<file path="src/hdl/lsd_pkg.sv">
// shared types and constants of the lsb stego stream decoder
// no dependencies
package lsd_pkg;

  // field widths
  localparam int BYTE_W    = 8;
  localparam int VALUE_W   = 32;
  localparam int KIND_W    = 2;
  localparam int CFG_W     = 16;
  localparam int CFG_IDX_W = 1;

  // hidden data layout
  localparam int MAGIC_CHARS = 2;
  localparam int MAGIC_BITS  = MAGIC_CHARS * BYTE_W;
  localparam int LEN_BITS    = 32;
  localparam int BIT_IDX_W   = 5;

  // configuration register indexes
  localparam logic [CFG_IDX_W-1:0] REG_HEADER_BYTES = 1'd0;
  localparam logic [CFG_IDX_W-1:0] REG_MAGIC_WORD   = 1'd1;

  localparam logic [CFG_W-1:0] HEADER_BYTES_RST = 16'd54;
  localparam logic [CFG_W-1:0] MAGIC_WORD_RST   = 16'h2A23;

  // result kinds
  localparam logic [KIND_W-1:0] KIND_EXT_CHAR   = 2'd0;
  localparam logic [KIND_W-1:0] KIND_SECRET     = 2'd1;
  localparam logic [KIND_W-1:0] KIND_SECRET_LEN = 2'd2;
  localparam logic [KIND_W-1:0] KIND_MISMATCH   = 2'd3;

  // result queue between front and back
  localparam int Q_DEPTH = 2;
  localparam int Q_PTR_W = (Q_DEPTH > 1) ? $clog2(Q_DEPTH) : 1;
  localparam int Q_CNT_W = $clog2(Q_DEPTH + 1);

  typedef struct packed {
    logic [KIND_W-1:0]  kind;
    logic [VALUE_W-1:0] value;
    logic               last;
  } res_t;

endpackage

</file>
<file path="src/hdl/lsd_front.sv">
// front end: takes carrier beats, skips the header, assembles hidden bits
// and classifies each finished item; depends on lsd_pkg
module lsd_front (
  input  logic                           clk,
  input  logic                           rst_n,
  input  logic                           cfg_we,
  input  logic [lsd_pkg::CFG_IDX_W-1:0]  cfg_index,
  input  logic [lsd_pkg::CFG_W-1:0]      cfg_wdata,
  input  logic                           beat_accept,
  input  logic [lsd_pkg::BYTE_W-1:0]     carrier_byte,
  input  logic                           start_of_image,
  output logic                           push_valid,
  output lsd_pkg::res_t                  push_data
);
  import lsd_pkg::*;

  localparam logic [2:0] PH_HEADER   = 3'd0;
  localparam logic [2:0] PH_MAGIC    = 3'd1;
  localparam logic [2:0] PH_EXT_LEN  = 3'd2;
  localparam logic [2:0] PH_EXT_CHR  = 3'd3;
  localparam logic [2:0] PH_SEC_LEN  = 3'd4;
  localparam logic [2:0] PH_SEC_BYTE = 3'd5;
  localparam logic [2:0] PH_DONE     = 3'd6;

  logic [CFG_W-1:0]     header_bytes_r;
  logic [CFG_W-1:0]     magic_word_r;
  logic [2:0]           phase_r, phase_nxt;
  logic [CFG_W-1:0]     hdr_cnt_r, hdr_cnt_nxt;
  logic [VALUE_W-1:0]   asm_r, asm_nxt;
  logic [BIT_IDX_W-1:0] idx_r, idx_nxt;
  logic [VALUE_W-1:0]   ext_rem_r, ext_rem_nxt;
  logic [VALUE_W-1:0]   sec_rem_r, sec_rem_nxt;
  logic                 res_valid;
  res_t                 res;

  // configuration registers
  always_ff @(posedge clk) begin
    if (!rst_n) begin
      header_bytes_r <= HEADER_BYTES_RST;
      magic_word_r   <= MAGIC_WORD_RST;
    end else if (cfg_we) begin
      unique case (cfg_index)
        REG_HEADER_BYTES: header_bytes_r <= cfg_wdata;
        REG_MAGIC_WORD:   magic_word_r   <= cfg_wdata;
        default: ;
      endcase
    end
  end

  // per-beat decode step
  always_comb begin
    logic [VALUE_W-1:0]   item;
    logic [BIT_IDX_W-1:0] last_idx;
    logic [VALUE_W-1:0]   dec;
    phase_nxt   = phase_r;
    hdr_cnt_nxt = hdr_cnt_r;
    asm_nxt     = asm_r;
    idx_nxt     = idx_r;
    ext_rem_nxt = ext_rem_r;
    sec_rem_nxt = sec_rem_r;
    res_valid   = 1'b0;
    res         = '0;
    item        = '0;
    last_idx    = '0;
    dec         = '0;
    if (beat_accept) begin
      // new image restarts all decode state
      if (start_of_image) begin
        phase_nxt   = PH_HEADER;
        hdr_cnt_nxt = '0;
        asm_nxt     = '0;
        idx_nxt     = '0;
        ext_rem_nxt = '0;
        sec_rem_nxt = '0;
      end
      // header skip
      if (phase_nxt == PH_HEADER) begin
        if (hdr_cnt_nxt < header_bytes_r) begin
          hdr_cnt_nxt = hdr_cnt_nxt + 1'b1;
        end else begin
          phase_nxt = PH_MAGIC;
          asm_nxt   = '0;
          idx_nxt   = '0;
        end
      end
      // bit gathering for data phases
      if (phase_nxt != PH_HEADER && phase_nxt <= PH_SEC_BYTE) begin
        if (phase_nxt == PH_MAGIC) begin
          last_idx = BIT_IDX_W'(MAGIC_BITS - 1);
        end else if (phase_nxt == PH_EXT_LEN || phase_nxt == PH_SEC_LEN) begin
          last_idx = BIT_IDX_W'(LEN_BITS - 1);
        end else begin
          last_idx = BIT_IDX_W'(BYTE_W - 1);
        end
        dec  = VALUE_W'(carrier_byte[0]) << idx_nxt;
        item = asm_nxt | dec;
        if (idx_nxt != last_idx) begin
          asm_nxt = item;
          idx_nxt = idx_nxt + 1'b1;
        end else begin
          asm_nxt = '0;
          idx_nxt = '0;
          unique case (phase_nxt)
            PH_MAGIC: begin
              if (item[MAGIC_BITS-1:0] != magic_word_r[MAGIC_BITS-1:0]) begin
                phase_nxt = PH_DONE;
                res_valid = 1'b1;
                res.kind  = KIND_MISMATCH;
                res.value = VALUE_W'(item[MAGIC_BITS-1:0]);
              end else begin
                phase_nxt = PH_EXT_LEN;
              end
            end
            PH_EXT_LEN: begin
              ext_rem_nxt = item;
              phase_nxt   = (item == '0) ? PH_SEC_LEN : PH_EXT_CHR;
            end
            PH_EXT_CHR: begin
              ext_rem_nxt = ext_rem_nxt - 1'b1;
              if (ext_rem_nxt == '0) phase_nxt = PH_SEC_LEN;
              res_valid = 1'b1;
              res.kind  = KIND_EXT_CHAR;
              res.value = VALUE_W'(item[BYTE_W-1:0]);
            end
            PH_SEC_LEN: begin
              sec_rem_nxt = item;
              phase_nxt   = (item == '0) ? PH_DONE : PH_SEC_BYTE;
              res_valid   = 1'b1;
              res.kind    = KIND_SECRET_LEN;
              res.value   = item;
              res.last    = (item == '0);
            end
            default: begin
              sec_rem_nxt = sec_rem_nxt - 1'b1;
              if (sec_rem_nxt == '0) phase_nxt = PH_DONE;
              res_valid = 1'b1;
              res.kind  = KIND_SECRET;
              res.value = VALUE_W'(item[BYTE_W-1:0]);
              res.last  = (sec_rem_nxt == '0);
            end
          endcase
        end
      end
    end
  end

  // decode state
  always_ff @(posedge clk) begin
    if (!rst_n) begin
      phase_r   <= PH_HEADER;
      hdr_cnt_r <= '0;
      asm_r     <= '0;
      idx_r     <= '0;
      ext_rem_r <= '0;
      sec_rem_r <= '0;
    end else begin
      phase_r   <= phase_nxt;
      hdr_cnt_r <= hdr_cnt_nxt;
      asm_r     <= asm_nxt;
      idx_r     <= idx_nxt;
      ext_rem_r <= ext_rem_nxt;
      sec_rem_r <= sec_rem_nxt;
    end
  end

  assign push_valid = res_valid;
  assign push_data  = res;

endmodule

</file>
<file path="src/hdl/lsd_queue.sv">
// short result queue between the front end and the output stage
// depends on lsd_pkg
module lsd_queue (
  input  logic          clk,
  input  logic          rst_n,
  input  logic          push,
  input  lsd_pkg::res_t push_data,
  input  logic          pop,
  output logic          full,
  output logic          not_empty,
  output lsd_pkg::res_t head
);
  import lsd_pkg::*;

  res_t               mem_r [Q_DEPTH];
  logic [Q_PTR_W-1:0] wr_ptr_r, wr_ptr_nxt;
  logic [Q_PTR_W-1:0] rd_ptr_r, rd_ptr_nxt;
  logic [Q_CNT_W-1:0] cnt_r, cnt_nxt;
  logic               do_push, do_pop;

  assign full      = (cnt_r == Q_CNT_W'(Q_DEPTH));
  assign not_empty = (cnt_r != '0);
  assign do_push   = push && !full;
  assign do_pop    = pop && not_empty;
  assign head      = mem_r[rd_ptr_r];

  // pointer and count update
  always_comb begin
    wr_ptr_nxt = wr_ptr_r;
    rd_ptr_nxt = rd_ptr_r;
    cnt_nxt    = cnt_r;
    if (do_push) begin
      wr_ptr_nxt = (wr_ptr_r == Q_PTR_W'(Q_DEPTH - 1)) ? '0 : wr_ptr_r + 1'b1;
    end
    if (do_pop) begin
      rd_ptr_nxt = (rd_ptr_r == Q_PTR_W'(Q_DEPTH - 1)) ? '0 : rd_ptr_r + 1'b1;
    end
    if (do_push && !do_pop) cnt_nxt = cnt_r + 1'b1;
    else if (!do_push && do_pop) cnt_nxt = cnt_r - 1'b1;
  end

  always_ff @(posedge clk) begin
    if (!rst_n) begin
      wr_ptr_r <= '0;
      rd_ptr_r <= '0;
      cnt_r    <= '0;
    end else begin
      wr_ptr_r <= wr_ptr_nxt;
      rd_ptr_r <= rd_ptr_nxt;
      cnt_r    <= cnt_nxt;
    end
  end

  // storage
  always_ff @(posedge clk) begin
    if (do_push) mem_r[wr_ptr_r] <= push_data;
  end

endmodule

</file>
<file path="src/hdl/lsd_back.sv">
// back end: output register that drains the result queue toward the receiver
// depends on lsd_pkg
module lsd_back (
  input  logic          clk,
  input  logic          rst_n,
  input  logic          q_not_empty,
  input  lsd_pkg::res_t q_head,
  output logic          q_pop,
  output logic          out_valid,
  input  logic          out_ready,
  output lsd_pkg::res_t out_data
);
  import lsd_pkg::*;

  logic valid_r;
  res_t data_r;

  // load when the register is free or its beat leaves this cycle
  assign q_pop = q_not_empty && (!valid_r || out_ready);

  always_ff @(posedge clk) begin
    if (!rst_n) begin
      valid_r <= 1'b0;
    end else if (q_pop) begin
      valid_r <= 1'b1;
    end else if (out_ready) begin
      valid_r <= 1'b0;
    end
  end

  always_ff @(posedge clk) begin
    if (q_pop) data_r <= q_head;
  end

  assign out_valid = valid_r;
  assign out_data  = data_r;

endmodule

</file>
<file path="src/hdl/lsb_stego_stream_decoder.sv">
// Top level of the lsb stego stream decoder.
// Depends on lsd_pkg, lsd_front, lsd_queue and lsd_back.
//
// Usage:
//   in_*  : one carrier image byte per beat, in file order; raise
//           in_start_of_image on the first byte of each image.
//   out_* : decoded results; out_kind tells extension character, secret
//           byte, secret length or magic mismatch, out_value carries it and
//           out_last_of_payload marks the end of the secret.
//   cfg_* : write header_bytes (index 0) or magic_word (index 1) while idle.
// A result enters the queue as its last byte is taken, then the output
// register. Throughput: one byte per cycle while in_ready is high, set by
// the single front-end decode step and the one-per-cycle queue drain.
// Reset: decoding starts as if an image had just begun, header_bytes = 54,
// magic_word = "#*", queue and output register empty.
// Stall: a low out_ready keeps the result in the output register; the
// two-entry queue absorbs the next results, and in_ready drops only when
// the queue is full.
module lsb_stego_stream_decoder (
  input  logic                           clk,
  input  logic                           rst_n,
  input  logic                           cfg_we,
  input  logic [lsd_pkg::CFG_IDX_W-1:0]  cfg_index,
  input  logic [lsd_pkg::CFG_W-1:0]      cfg_wdata,
  input  logic                           in_valid,
  output logic                           in_ready,
  input  logic [lsd_pkg::BYTE_W-1:0]     in_carrier_byte,
  input  logic                           in_start_of_image,
  output logic                           out_valid,
  input  logic                           out_ready,
  output logic [lsd_pkg::KIND_W-1:0]     out_kind,
  output logic [lsd_pkg::VALUE_W-1:0]    out_value,
  output logic                           out_last_of_payload
);
  import lsd_pkg::*;

  logic beat_accept;
  logic push_valid;
  res_t push_data;
  logic q_full, q_not_empty, q_pop;
  res_t q_head;
  res_t out_data;

  assign in_ready    = !q_full;
  assign beat_accept = in_valid && in_ready;

  // classify incoming beats
  lsd_front u_front (
    .clk            (clk),
    .rst_n          (rst_n),
    .cfg_we         (cfg_we),
    .cfg_index      (cfg_index),
    .cfg_wdata      (cfg_wdata),
    .beat_accept    (beat_accept),
    .carrier_byte   (in_carrier_byte),
    .start_of_image (in_start_of_image),
    .push_valid     (push_valid),
    .push_data      (push_data)
  );

  // decouple front and back
  lsd_queue u_queue (
    .clk       (clk),
    .rst_n     (rst_n),
    .push      (push_valid),
    .push_data (push_data),
    .pop       (q_pop),
    .full      (q_full),
    .not_empty (q_not_empty),
    .head      (q_head)
  );

  // output register
  lsd_back u_back (
    .clk         (clk),
    .rst_n       (rst_n),
    .q_not_empty (q_not_empty),
    .q_head      (q_head),
    .q_pop       (q_pop),
    .out_valid   (out_valid),
    .out_ready   (out_ready),
    .out_data    (out_data)
  );

  assign out_kind            = out_data.kind;
  assign out_value           = out_data.value;
  assign out_last_of_payload = out_data.last;

endmodule

</file>
<file path="config.mk">
export PLATFORM = sky130hd
export DESIGN_NAME = lsb_stego_stream_decoder
export DESIGN_NICKNAME = d
export VERILOG_FILES = /design/src/hdl/lsd_pkg.sv /design/src/hdl/lsd_front.sv /design/src/hdl/lsd_queue.sv /design/src/hdl/lsd_back.sv /design/src/hdl/lsb_stego_stream_decoder.sv
export SDC_FILE = /design/constraint.sdc
export NUM_CORES = 1
export LEC_CHECK = 0
export BUFFER_PORTS_ARGS = -buffer_cell sky130_fd_sc_hd__buf_2
export CAP_MARGIN = 20
export CORE_ASPECT_RATIO = 0.75
export CORE_MARGIN = 2
export CORE_UTILIZATION = 36
export CTS_CLUSTER_DIAMETER = 120
export DETAILED_ROUTE_END_ITERATION = 16
export GPL_TIMING_DRIVEN = 0
export PLACE_DENSITY = 0.61
export RECOVER_POWER = 50
export SETUP_SLACK_MARGIN = 0.4
export SYNTH_ARGS = -nofsm -noshare
export SYNTH_HDL_FRONTEND = slang
export SYNTH_SLANG_ARGS = --single-unit
export TNS_END_PERCENT = 50
</file>
<file path="constraint.sdc">
create_clock -name clk -period 26.4 [get_ports clk]
set_input_delay 3.96 -clock clk [delete_from_list [all_inputs] [get_ports clk]]
set_output_delay 3.96 -clock clk [all_outputs]
set_load 0.05 [all_outputs]
</file>
# ---- Word-level counts from Yosys, hierarchy flattened
# Memory sizes are Yosys's and may differ from the RTL's. A register that Yosys moved wholly into a read port is not among the register bits.
# Index checks and enable logic that the tools add are counted.
dict set report word_totals {
  latch_bits 0
  memories 1
  in_bits 31
  ff_bits 157
  elab_cells 119
  ram_bits 70
  rom_bits 0
}
dict set report classes {
  order_cmp 2
  div_mod_pow 0
  n_bitwise 2
  addsub 8
  muxes 62
  n_eq_ne 7
  n_reduce_logical 24
  n_mul 0
  n_shift 1
}
# name depth word_bits rd rd_ports_with_merged_regs wr line_no
set mem_list {}
lappend mem_list {u_queue.mem_r 2 35 1 1 1 lsd_queue.sv:15} ;# res_t mem_r [Q_DEPTH];
# op n
set ops {}
lappend ops {{32-bit two-way mux} 14}
lappend ops {{34-bit case mux with 4 select lines} 1}
lappend ops {{32-bit case mux with 2 select lines} 2}
lappend ops {{35-bit two-way mux} 3}
lappend ops {{32-bit zero test} 3}
lappend ops {{16-bit two-way mux} 4}
lappend ops {{32-bit by 1-bit subtractor with 32-bit output, second input constant} 2}
lappend ops {{5-bit two-way mux} 10}
lappend ops {{34-bit two-way mux} 1}
lappend ops {{3-bit two-way mux} 11}
lappend ops {{32-bit OR} 1}
lappend ops {{1-bit by 5-bit << shifter with 32-bit output} 1}
lappend ops {{16-bit by 1-bit adder with 16-bit output, second input constant} 1}
lappend ops {{16-bit < comparator} 1}
lappend ops {{16-bit != test} 1}
lappend ops {{3-bit case mux with 4 select lines} 1}
lappend ops {{1-bit two-way mux} 10}
lappend ops {{1-bit logical AND} 7}
lappend ops {{3-bit by 2-bit == test with 1-bit output, second input constant} 2}
lappend ops {{2-bit two-way mux} 3}
lappend ops {{2-bit nonzero test} 3}
lappend ops {{5-bit by 1-bit adder with 5-bit output, second input constant} 1}
lappend ops {{5-bit != test} 1}
lappend ops {{1-bit zero test} 4}
lappend ops {{14 further kinds} 18}

# ---- Longest topological paths before layout
dict set report depth {
  word_depth 23
  mapped_depth 26
}

# ---- Modules after synthesis
# Synthesis repeated with hierarchy kept, for this count alone.
dict set report hier_totals {
  hier_cells 1712
  area_unflattened_um2 14644.0
}
# mod seq_area_each_um2 n_inst cells_each area_each_um2
set by_module_without_submodules {}
lappend by_module_without_submodules {lsd_front 3042.9 1 1537 10775.3}
lappend by_module_without_submodules {lsd_queue 2202.1 1 134 2760.1}
lappend by_module_without_submodules {lsd_back 1071.0 1 39 1098.6}
lappend by_module_without_submodules {lsb_stego_stream_decoder 0.0 1 2 10.0}

# ---- Worst setup path after synthesis
# OpenSTA, ideal clock, no wires.
dict set report synth_timing {
  kind {input to register}
  startpoint {in in_start_of_image}
  endpoint {mem u_queue.mem_r[0][0] (netlist bit) (enable)}
  stages 21
  t_required_ns 25.919
  path_buffers 10
  arrival_time_ns 11.117
  path_slack_ns 14.802
  cell_sequence {buf_2 -> buf_2 -> clkbuf_1 -> clkbuf_1 -> buf_1 -> clkbuf_1 -> buf_1 -> clkbuf_1 -> nor2b_1 -> ha_1 -> a41o_1 -> a221oi_2 -> o21ai_1 -> clkbuf_1 -> or4_1 -> mux2i_1 -> nor4_1 -> o221ai_1 -> nor4_1 -> buf_2 -> a211oi_1}
}
dict set report synth_between {
  elab_chain_len 19
  word_cells_on_any_way 40
}
# item line_no
set synth_rtl {}
lappend synth_rtl {{from (decl)} lsb_stego_stream_decoder.sv:28} ;# input logic in_start_of_image,
lappend synth_rtl {{16-bit two-way mux} lsd_front.sv:68} ;# if (start_of_image) begin
lappend synth_rtl {{16-bit two-way mux} lsd_front.sv:66} ;# if (beat_accept) begin
lappend synth_rtl {{16-bit < comparator} lsd_front.sv:78} ;# if (hdr_cnt_nxt < header_bytes_r) begin
lappend synth_rtl {{3-bit two-way mux} lsd_front.sv:78}
lappend synth_rtl {{3-bit two-way mux} lsd_front.sv:77} ;# if (phase_nxt == PH_HEADER) begin
lappend synth_rtl {{3-bit two-way mux} lsd_front.sv:66}
lappend synth_rtl {{3-bit by 2-bit == test with 1-bit output / 3-bit == test (equally long branches)} {lsd_front.sv:90, lsd_front.sv:103}}
lappend synth_rtl {{1-bit logical OR} lsd_front.sv:90} ;# end else if (phase_nxt == PH_EXT_LEN || phase_nxt == PH_SEC_LEN) begin
lappend synth_rtl {{[3 not listed]} -}
lappend synth_rtl {{5-bit two-way mux} lsd_front.sv:66}
lappend synth_rtl {{5-bit != test} lsd_front.sv:97} ;# if (idx_nxt != last_idx) begin
lappend synth_rtl {{1-bit two-way mux} lsd_front.sv:97}
lappend synth_rtl {{1-bit two-way mux *} lsd_front.sv:87} ;# if (phase_nxt != PH_HEADER && phase_nxt <= PH_SEC_BYTE) begin
lappend synth_rtl {{1-bit two-way mux *} lsd_front.sv:66}
lappend synth_rtl {{1-bit logical AND *} lsd_queue.sv:23} ;# assign do_push = push && !full;
lappend synth_rtl {{1-bit two-way mux *} lsd_queue.sv:56} ;# if (do_push) mem_r[wr_ptr_r] <= push_data;
lappend synth_rtl {{1-bit two-way mux (not written as such) *} lsd_queue.sv:56}
lappend synth_rtl {{to (decl)} lsd_queue.sv:15}
# Mark *: on every way between the ends. The rest lies on a longest branch, timed or not. The select of a mux whose other input is x is not followed.

# ---- Worst setup path in the final report
dict set report layout_timing {
  startpoint {in in_start_of_image}
  endpoint {reg u_queue.cnt_r[1]}
}
dict set report layout_between {
  elab_chain_len 20
  word_cells_on_any_way 43
}
# item line_no
set layout_rtl {}
lappend layout_rtl {{16-bit two-way mux} lsd_front.sv:68}
lappend layout_rtl {{16-bit two-way mux} lsd_front.sv:66}
lappend layout_rtl {{16-bit < comparator} lsd_front.sv:78}
lappend layout_rtl {{3-bit two-way mux} lsd_front.sv:78}
lappend layout_rtl {{3-bit two-way mux} lsd_front.sv:77}
lappend layout_rtl {{3-bit two-way mux} lsd_front.sv:66}
lappend layout_rtl {{3-bit by 2-bit == test with 1-bit output / 3-bit == test (equally long branches)} {lsd_front.sv:90, lsd_front.sv:103}}
lappend layout_rtl {{1-bit logical OR} lsd_front.sv:90}
lappend layout_rtl {{[5 not listed]} -}
lappend layout_rtl {{1-bit two-way mux} lsd_front.sv:97}
lappend layout_rtl {{1-bit two-way mux *} lsd_front.sv:87}
lappend layout_rtl {{1-bit two-way mux *} lsd_front.sv:66}
lappend layout_rtl {{1-bit logical AND *} lsd_queue.sv:23}
lappend layout_rtl {{net u_queue.do_push} lsd_queue.sv:19} ;# logic do_push, do_pop;
lappend layout_rtl {{1-bit zero test} lsd_queue.sv:39} ;# else if (!do_push && do_pop) cnt_nxt = cnt_r - 1'b1;
lappend layout_rtl {{1-bit logical AND} lsd_queue.sv:39}
lappend layout_rtl {{2-bit nonzero test (no source line)} -}
lappend layout_rtl {{to (signal assigned)} lsd_queue.sv:50} ;# cnt_r <= cnt_nxt;
lappend layout_rtl {{to (decl)} lsd_queue.sv:18} ;# logic [Q_CNT_W-1:0] cnt_r, cnt_nxt;
# Mark *: on every way through the listed nets, which the timed path passes. The rest lies on a longest branch. The select of a mux whose other input is x is not followed.
# A chain may end at the register's enable or synchronous reset.

==> results.txt <==
----------------------------------------------------
[Die]
  Die Outline Area ... 41,460 um2
  Starting density of the core ... 0.3638
  Die extent in y ... 176.8 um
  Die X ... 234.5 um
  Top-level I/O count ... 68
  Std cell rows ... 63
  Area of the placeable core ... 39,410 um2

[Power and ir drop]
  VDD IR-drop max ... 0.04301 mV
  LEAKAGE ... 5.321 nW
  Power density of the placed cells ... 59.14 nW/um2

[Setup path]
  Worst Setup End Kind ... register
  Element type at the critical path start ... input pin
  Minimum setup slack among reg-to-reg paths ... 20,190 ps
  Critical path start-end classification ... input pin to register
  Required time of the critical path ... 26,910 ps
  Arrival time reported for the critical path endpoint ... 14,950 ps
  Worst-path maximum fanout ... 10

[Synth]
  Synth async-reset ratio ... 0
  Total standard cell area after synthesis ... 14,340 um2
  Number of synthesized flops with an enable pin ... 105
  Per-instance average area after synthesis ... 8.928 um2
  Number of nets in the synthesized netlist ... 1,657
  Count of cell types in the netlist ... 88
  Number of synthesized register bits ... 262
  Primary flip-flop cell chosen by synthesis mapping ... dfxtp_1
  Fraction of the yosys area taken by sequential cells ... 0.4391
  Cell count after synthesis ... 1,606
  Syn. warnings ... 0

[STA]
  Worst slew margin relative to its limit ... -0.3302
  Final Critical Period ... 14,450 ps
  Unrepaired setup endpoints after global routing ... false
  Number of max-slew violations in the final report ... 75
  Final setup vio count ... 0
  Ratio of final minimum period to clock period ... 0.5472
  Hold violation count in the final report ... 0
  Transition time of the tightest slew-check pin ... 1977 ps
  Total Negative Setup Slacks ... 0 ps
  Largest clock skew in the final design ... 16.65 ps
  Upper clock frequency limit ... 0.06923 GHz
  Final critical-path setup slack ... 11,950 ps

[GRT]
  Number of antenna violations at the first check in global routing ... 1
  First-pass GRT wire length ... 79,420 um
  Largest net degree at the start of global routing ... 36
  Grt ovf ... 0
  GR Util All Layers ... 0.2527
  Via count of the first global-routing pass ... 12,893

[Place]
  Gp weighted congestion ... 0.9852
  Detailed Place HPWL ... 38,800 um
  Placement Setup Slack ... 13,400 ps
  Count of input and output buffers ... 58

[Layout]
  Synthesis-to-layout area growth ... 13.81%
  Most common cell after layout, fill and taps aside ... nand2_1
  Most frequent cells in the layout ... 164 x nand2_1, 163 x nor2_1, 157 x dfxtp_1, 150 x clkbuf_1, 105 x edfxtp_1
  Final antenna diode count ... 0
  Layout cell share with drive strength beyond 1 ... 0.09128
  Nets ... 1,760

[Clocking]
  Maximum level of the CTS H-tree ... 1
  Maximum buffer depth of the clock tree ... 3
  Number of setup buffers added after CTS ... 0
  CTS buffer count ... 28
  CTS tree ... yes
  Total number of clock tree sinks ... 262
  Count of instances resized after the clock tree is built ... 0
  Clock transition at the register clock pins on the worst setup and hold paths after CTS ... 60 ps
  Clock network latency to the later pin of the worst-skew pair ... 580 ps
  Number of hold buffers added after cts ... 0
  Root cell of the clock tree ... clkbuf_16

[Status]
  Violations in the final reports ... max-capacitance violations, max-slew violations
  Result of the run ... finished with violations

[Detailed routing]
  Total Routed Length ... 52,730 um
  Count of nets left with antenna violations after detail routing ... 0
  Number of violations reported at the end of detailed-routing iteration 0 ... 1,752
  Routed len/inst ... 23.43 um
  Detailed-route vias per instance ... 6.036
  DR DRC count ... 0
  Via count of the routed design ... 13,587
  Detailed Routing Iterations Pass 1 ... 6

[Run]
  Number of max-cap violations ... 5

[Worst hold path]
  Kind of path behind the tightest hold check ... register to register

----------------------------------------------------
-- worst max-delay path, stage by stage --
cell,delay [ps]
clkbuf_1,190
clkbuf_1,660
clkbuf_1,540
clkbuf_1,790
clkbuf_1,820
clkbuf_1,580
clkbuf_1,710
clkbuf_1,680
clkbuf_1,380
nor2b_1,120
ha_1,300
o21ai_0,90
nor2_1,210
nor2_1,130
nor4_1,1600
o21ai_1,730
a211o_1,460
a211o_1,340
nor4_1,320
buf_2,310
a21oi_1,120
ha_1,350
or3_1,390
a21oi_1,140
-- cell type report --
type                            count  area, um2
Multi-Input combinational cell   1179       7391
Timing Repair Buffer               73      360.3
Clock buffer                       35      767.0
Sequential cell                   262       6296
Buffer                            121      471.7
Inverter                           44      165.2
Tap cell                          520      650.6
Clock inverter                     17      217.7
Fill cell                        3948      23090
-- registers in the layout (all words and copies together), names as in the netlist --
signal,cells
u_queue.mem_r,70
u_back.out_data,35
u_front.asm_r,32
u_front.ext_rem_r,32
u_front.sec_rem_r,32
u_front.hdr_cnt_r,16
u_front.header_bytes_r,16
u_front.magic_word_r,16
u_front.idx_r,5
u_front.phase_r,3
u_queue.cnt_r,2
u_back.out_valid,1
u_queue.rd_ptr_r,1
u_queue.wr_ptr_r,1
-- report_power, final --
group          switching, W  internal [W]  leakage, nW
Clock              0.000173      0.000246        0.470
Combinational     0.0000791     0.0000265         2.88
Sequential       0.00000461      0.000436         1.97
-- cell usage after synthesis, drive strengths merged, types with 26 or more instances --
library cell	n	share of area
o22ai	58	0.025
nor4	45	0.022
edfxtp	105	0.22
clkbuf	99	0.026
mux2	37	0.029
a22o	55	0.034
inv	44	0.012
nand3	26	0.0091
a31oi	27	0.013
nor2	164	0.043
a21oi	86	0.031
o21ai	76	0.027
xnor2	26	0.016
nor3	51	0.018
nand2	164	0.043
nor2b	30	0.013
dfxtp	157	0.22
-- routing by layer --
metal,vias up,global-route usage,part of all wire
li1,6227,-,-
met1,6530,0.3640,0.44
met2,705,0.3464,0.40
met3,125,0.09005,0.13
met4,0,0.08360,0.036
met5,-,0,0
-- through the flow --
| stage | hold slack, ps | std cells | utilization | total power [W] | cell area (um2) |
|---|---|---|---|---|---|
| 2_1_floorplan | 436.3 | 1606 | - | 0.0005188 | 14340 |
| 3_3_place_gp | 446.8 | 2184 | 0.3877 | 0.0005536 | 15280 |
| 3_5_place_dp | 452.0 | 2198 | 0.3921 | 0.0005588 | 15450 |
| 4_1_cts | 461.2 | 2250 | 0.4170 | 0.0009771 | 16440 |
| 5_1_grt | 478.3 | 2251 | 0.4141 | 0.0009990 | 16320 |
| 6_report | 463.4 | 2251 | 0.4141 | 0.0009652 | 16320 |
-- path summary, 6_finish.rpt --
check,startpoint,endpoint,cells after the start
worst max-delay path,in_start_of_image,u_queue.cnt_r[1],24
worst max register to register,u_front.hdr_cnt_r[4],u_queue.cnt_r[1],15
worst min register to register,u_front.header_bytes_r[13],u_front.header_bytes_r[13],2
worst min-delay path,u_front.header_bytes_r[13],u_front.header_bytes_r[13],2
-- logic make-up (layout without fill, tap and decap cells) --
group,count (synthesis),count (layout),share of synthesized area
AND/OR/NAND/NOR,596,596,0.2033
AO/OA/AOI/OAI,472,472,0.2326
flip-flops,262,262,0.4391
buffers and inverters,165,290,0.04459
multiplexers,48,48,0.03674
XOR/XNOR,43,43,0.02627
adder cells (fa/ha/maj),20,20,0.01745
Note: power is estimated with default switching activity, not from simulation.
